`src/rtl/core/gasa_pkg.sv`:
```
// ----------------------------------------------------------------------------
// gasa_pkg
// Shared types and constants of the glyph atlas shelf allocator.
// ----------------------------------------------------------------------------
package gasa_pkg;

    localparam int ATLAS_SIZE  = 1024;
    localparam int MAX_SHELVES = 32;
    localparam int MAX_GLYPHS  = 256;

    localparam int SH_AW = $clog2(MAX_SHELVES);
    localparam int GL_AW = $clog2(MAX_GLYPHS);
    localparam int POS_W = 10;
    localparam int ROW_W = $clog2(ATLAS_SIZE) + 1;
    localparam int KEY_W = 29;
    localparam int PLC_W = 2 * POS_W + 16;

    localparam logic [1:0] ST_FOUND  = 2'd0;
    localparam logic [1:0] ST_PLACED = 2'd1;
    localparam logic [1:0] ST_NOROOM = 2'd2;

    typedef struct packed {
        logic [7:0]  px_size;
        logic [20:0] char_code;
        logic [7:0]  glyph_width;
        logic [7:0]  glyph_height;
    } t_req;

    typedef struct packed {
        logic [1:0]       status;
        logic [POS_W-1:0] pos_x;
        logic [POS_W-1:0] pos_y;
        logic [7:0]       rect_width;
        logic [7:0]       rect_height;
    } t_res;

    typedef struct packed {
        logic [7:0]       size;
        logic [POS_W-1:0] top;
        logic [ROW_W-1:0] fill;
    } t_shelf;

endpackage

```
`src/rtl/core/gasa_shelf_table.sv`:
```
// ----------------------------------------------------------------------------
// gasa_shelf_table
// Shelf size, top row and fill; one synchronous read port, one write port.
// ----------------------------------------------------------------------------
module gasa_shelf_table (
    input  logic                       i_clk,
    input  logic                       i_we,
    input  logic [gasa_pkg::SH_AW-1:0] i_waddr,
    input  gasa_pkg::t_shelf           i_wdata,
    input  logic [gasa_pkg::SH_AW-1:0] i_raddr,
    output gasa_pkg::t_shelf           o_rdata
);
    import gasa_pkg::*;

    t_shelf r_mem [MAX_SHELVES];

    always_ff @(posedge i_clk) begin
        if (i_we) begin
            r_mem[i_waddr] <= i_wdata;
        end
        o_rdata <= r_mem[i_raddr];
    end

endmodule

```
`config.mk`:
```
export PLATFORM = sky130hd
export DESIGN_NAME = gasa_shelf_table
export DESIGN_NICKNAME = d
export VERILOG_FILES = /design/src/rtl/core/gasa_pkg.sv /design/src/rtl/core/gasa_shelf_table.sv
export SDC_FILE = /design/constraint.sdc
export NUM_CORES = 1
export LEC_CHECK = 0
export ABC_AREA = 1
export BUFFER_PORTS_ARGS = -buffer_cell sky130_fd_sc_hd__buf_2
export CORE_MARGIN = 5
export CORE_UTILIZATION = 23
export CTS_BUF_LIST = sky130_fd_sc_hd__clkbuf_16
export CTS_CLUSTER_SIZE = 14
export DETAILED_ROUTE_END_ITERATION = 7
export GPL_TIMING_DRIVEN = 0
export PLACE_DENSITY_LB_ADDON = 0.05
export SYNTH_ARGS = -nofsm -noshare
export SYNTH_HDL_FRONTEND = slang
export SYNTH_SLANG_ARGS = --single-unit
export TNS_END_PERCENT = 30
```
`constraint.sdc`:
```
create_clock -name i_clk -period 3.34 [get_ports i_clk]
set_clock_uncertainty 0.1 [all_clocks]
set_input_delay 0.167 -clock i_clk [delete_from_list [all_inputs] [get_ports i_clk]]
set_output_delay 0.167 -clock i_clk [all_outputs]
set_load 0.02 [all_outputs]
```
==> impl_metrics.toml <==
[status]
status = "completed"

[clock_network]
clk_pin_slew_ns = 0.05
cts_tree = "built"
cts.sinks = 957
ctsResizeCount = 0
h-tree-depth = 3
clk_latency_ns = 0.73
cts-buffers-inserted = 115
clock_path_buffers = 3
cts_root_buffer = "clkbuf_16"
post_cts_buffers = 0

[place]
routabilityCongestion = 0.810
numPortBuffers = 65
placed_area_um2 = 42400
hpwl_um = 105000

[synth]
synth_edf_count = 928
synthesis.nets = 3251
synth_xor_area_share_pct = 0
yosys.area_share.simple_pct = 22.3
synth-seq-cells = 957
synth_top_family_by_area = "simple AND/OR/NAND/NOR gates"
synth_compound_area_share_pct = 0
avgSynthCellArea_um2 = 12.0
synth.most_common_cell = "nand2_1"
synthAdderAreaFrac_pct = 0
ys_seq_area_share_pct = 74.1
synth_top_cell_area_share_pct = 72.5
syn_inst = 3210
synth.area.top_cells = "edfxtp_1 (73%), nand2_1 (13%), nand3_1 (9.2%), dfxtp_1 (1.5%), buf_6 (1.4%)"
ys_top_cells_by_count = "nand2_1 (1305), edfxtp_1 (928), nand3_1 (708)"
netlist_area_um2 = 38400
synth_top_flop_cell = "edfxtp_1"
synthMuxAreaShare_pct = 0
yosysWarningCount = 0
yosysTopAreaCell = "edfxtp_1"
async_flop_share_pct = 0
synth_cell_types = 16

[worst_setup_path]
arrival_ns = 2.70
timing.rr.end = "o_rdata[13]"
rr_startpoint = "r_mem[21][13]"
r2r_slack_ns = 1.58
rr_worst_depth = 8
setup.worst_path.start = "i_raddr[1]"
worstSetupEndpoint = "o_rdata[6]"
start_kind = "input pin"
crit_type = "in2reg"
crit_required_ns = 3.80
critical_path_peak_fanout = 10
crit_path_end_kind = "register"

[sta]
tns_ns = 0
min_period_over_period_pct = 67.2
slew-limit-headroom_pct = 17.2
final-setup-viol-count = 0
hold_violations = 0
drv_slew = 0
min_period_ns = 2.24
fmax_ghz = 0.446
tightest_slew_ns = 1.24
holdWs_ns = 0.0161
rsz0062_at_grt = "no"

[global_route]
grt_pass1_vias = 25524
grt_max_degree = 33
antenna_found_initial = 15
grt_usage_pct = 17.6
grt_pass1_wl_um = 213000
grt_overflow = 0

[route]
via_per_inst = 4.42
firstDrtPassIters = 6
routedWlPerCell_um = 27.1
ant_nets = 0
drc_errors = 0
num_vias = 25408
drt_iter0_markers = 1923
wl_um = 156000

[power_and_ir_drop]
vdd_drop_max_v = 0.000402
p_per_area_nw_per_um2 = 599
pwr-share-comb_pct = 7.7
power_frac_seq_pct = 48.3
cellInternalPower_mw = 20.9
swShare_pct = 24.6
p_switching_mw = 6.81
leakage_nw = 16.8
finalPower_mw = 27.7
clock_power_share_pct = 44.0

[flow_run]
maxCapViolations = 0

[floorplanning]
die_h_um = 419
die-area_um2 = 175000
io_pins = 70
start_util_pct = 23.0
rows = 150
die_w_um = 419
core-area_um2 = 167000

[cells_and_area]
area_growth_pct = 20.4
final_net_count = 3481
finalCoreUtilization_pct = 27.7
final_cell_area_um2 = 46200
drive_gt1_share_pct = 13.0

[worst_hold_path]
hold_path_class = "in2reg"
-- critical path, stage by stage --
cell     delay (ns)
buf_4          0.25
buf_2          0.74
buf_2          0.44
nand3_1        0.20
nand3_1        0.19
nand2_1        0.08
nand2_1        0.06
nand2_1        0.17
nand2_1        0.18
nand2_1        0.17
-- cell usage in the layout (no fill, tap or decap), drive strengths merged --
cell / n
bufinv: 8
inv: 42
edfxtp: 928
nor2: 32
dfxtp: 29
clkbuf: 140
clkinv: 49
buf: 276
nand2: 1305
nand3: 708
dlygate4sd3: 15
diode: 8
clkinvlp: 2
-- timing repair --
action                                  CTS  global route
hold endpoints to repair                337             0
hold buffers                             15             0
endpoints found under the setup margin    0             0
-- cell type report --
class | instances | area [um^2]
Fill cell | 17258 | 120000
Sequential cell | 957 | 28400
Multi-Input combinational cell | 2045 | 8800
Clock buffer | 120 | 3000
Tap cell | 2204 | 2760
Buffer | 198 | 1360
Timing Repair Buffer | 113 | 1170
Clock inverter | 91 | 643
Inverter | 10 | 47.5
Antenna cell | 8 | 20.0
-- per-stage QoR --
stage,std cells,setup slack (ns)
after CTS,5738,1.12
after detailed placement,5512,0.333
after floorplan,3210,1.13
after global routing,5738,1.07
final,5746,1.10
after global placement,5479,-1.47
-- state kept, by name (all words and copies together) (netlist names) --
register  count
r_mem       928
o_rdata      29
-- cells by family after synthesis --
logic type / count (synthesis)
buffers and inverters: 208
DFF: 957
and+or+nand+nor: 2045
-- worst min-delay path by stage --
stage | to | depth (start not counted) | slack [ns] | start
final | r_mem[12][6] | 1 | 0.02 | i_wdata[6]
after global routing | r_mem[12][6] | 1 | 0.02 | i_wdata[6]
after CTS | r_mem[13][20] | 1 | 0.003 | i_wdata[20]
after detailed placement | o_rdata[19] | 1 | 0.48 | o_rdata[19]
after global placement | o_rdata[9] | 1 | 0.49 | o_rdata[9]
after floorplan | r_mem[0][0] | 0 | 0.17 | i_wdata[0]
-- power by group through the flow --
| stage | Clock [mW] | Combinational (mW) | Sequential [mW] |
|---|---|---|---|
| floorplan | 0 | 0.915 | 13.7 |
| global placement | 0 | 2.15 | 13.7 |
| detailed placement | 0 | 2.20 | 13.6 |
| CTS | 12.5 | 2.21 | 13.4 |
| global route | 13.0 | 2.32 | 13.4 |
| finish | 12.2 | 2.14 | 13.4 |
-- routing by layer --
| metal | track usage (%) | share of wire [%] |
|---|---|---|
| met1 | 23.4 | 44 |
| met2 | 30.2 | 49 |
| met3 | 2.60 | 4.6 |
| met4 | 4.12 | 2.3 |
| met5 | 0 | 0 |
Note: power is estimated with default switching activity, not from simulation.
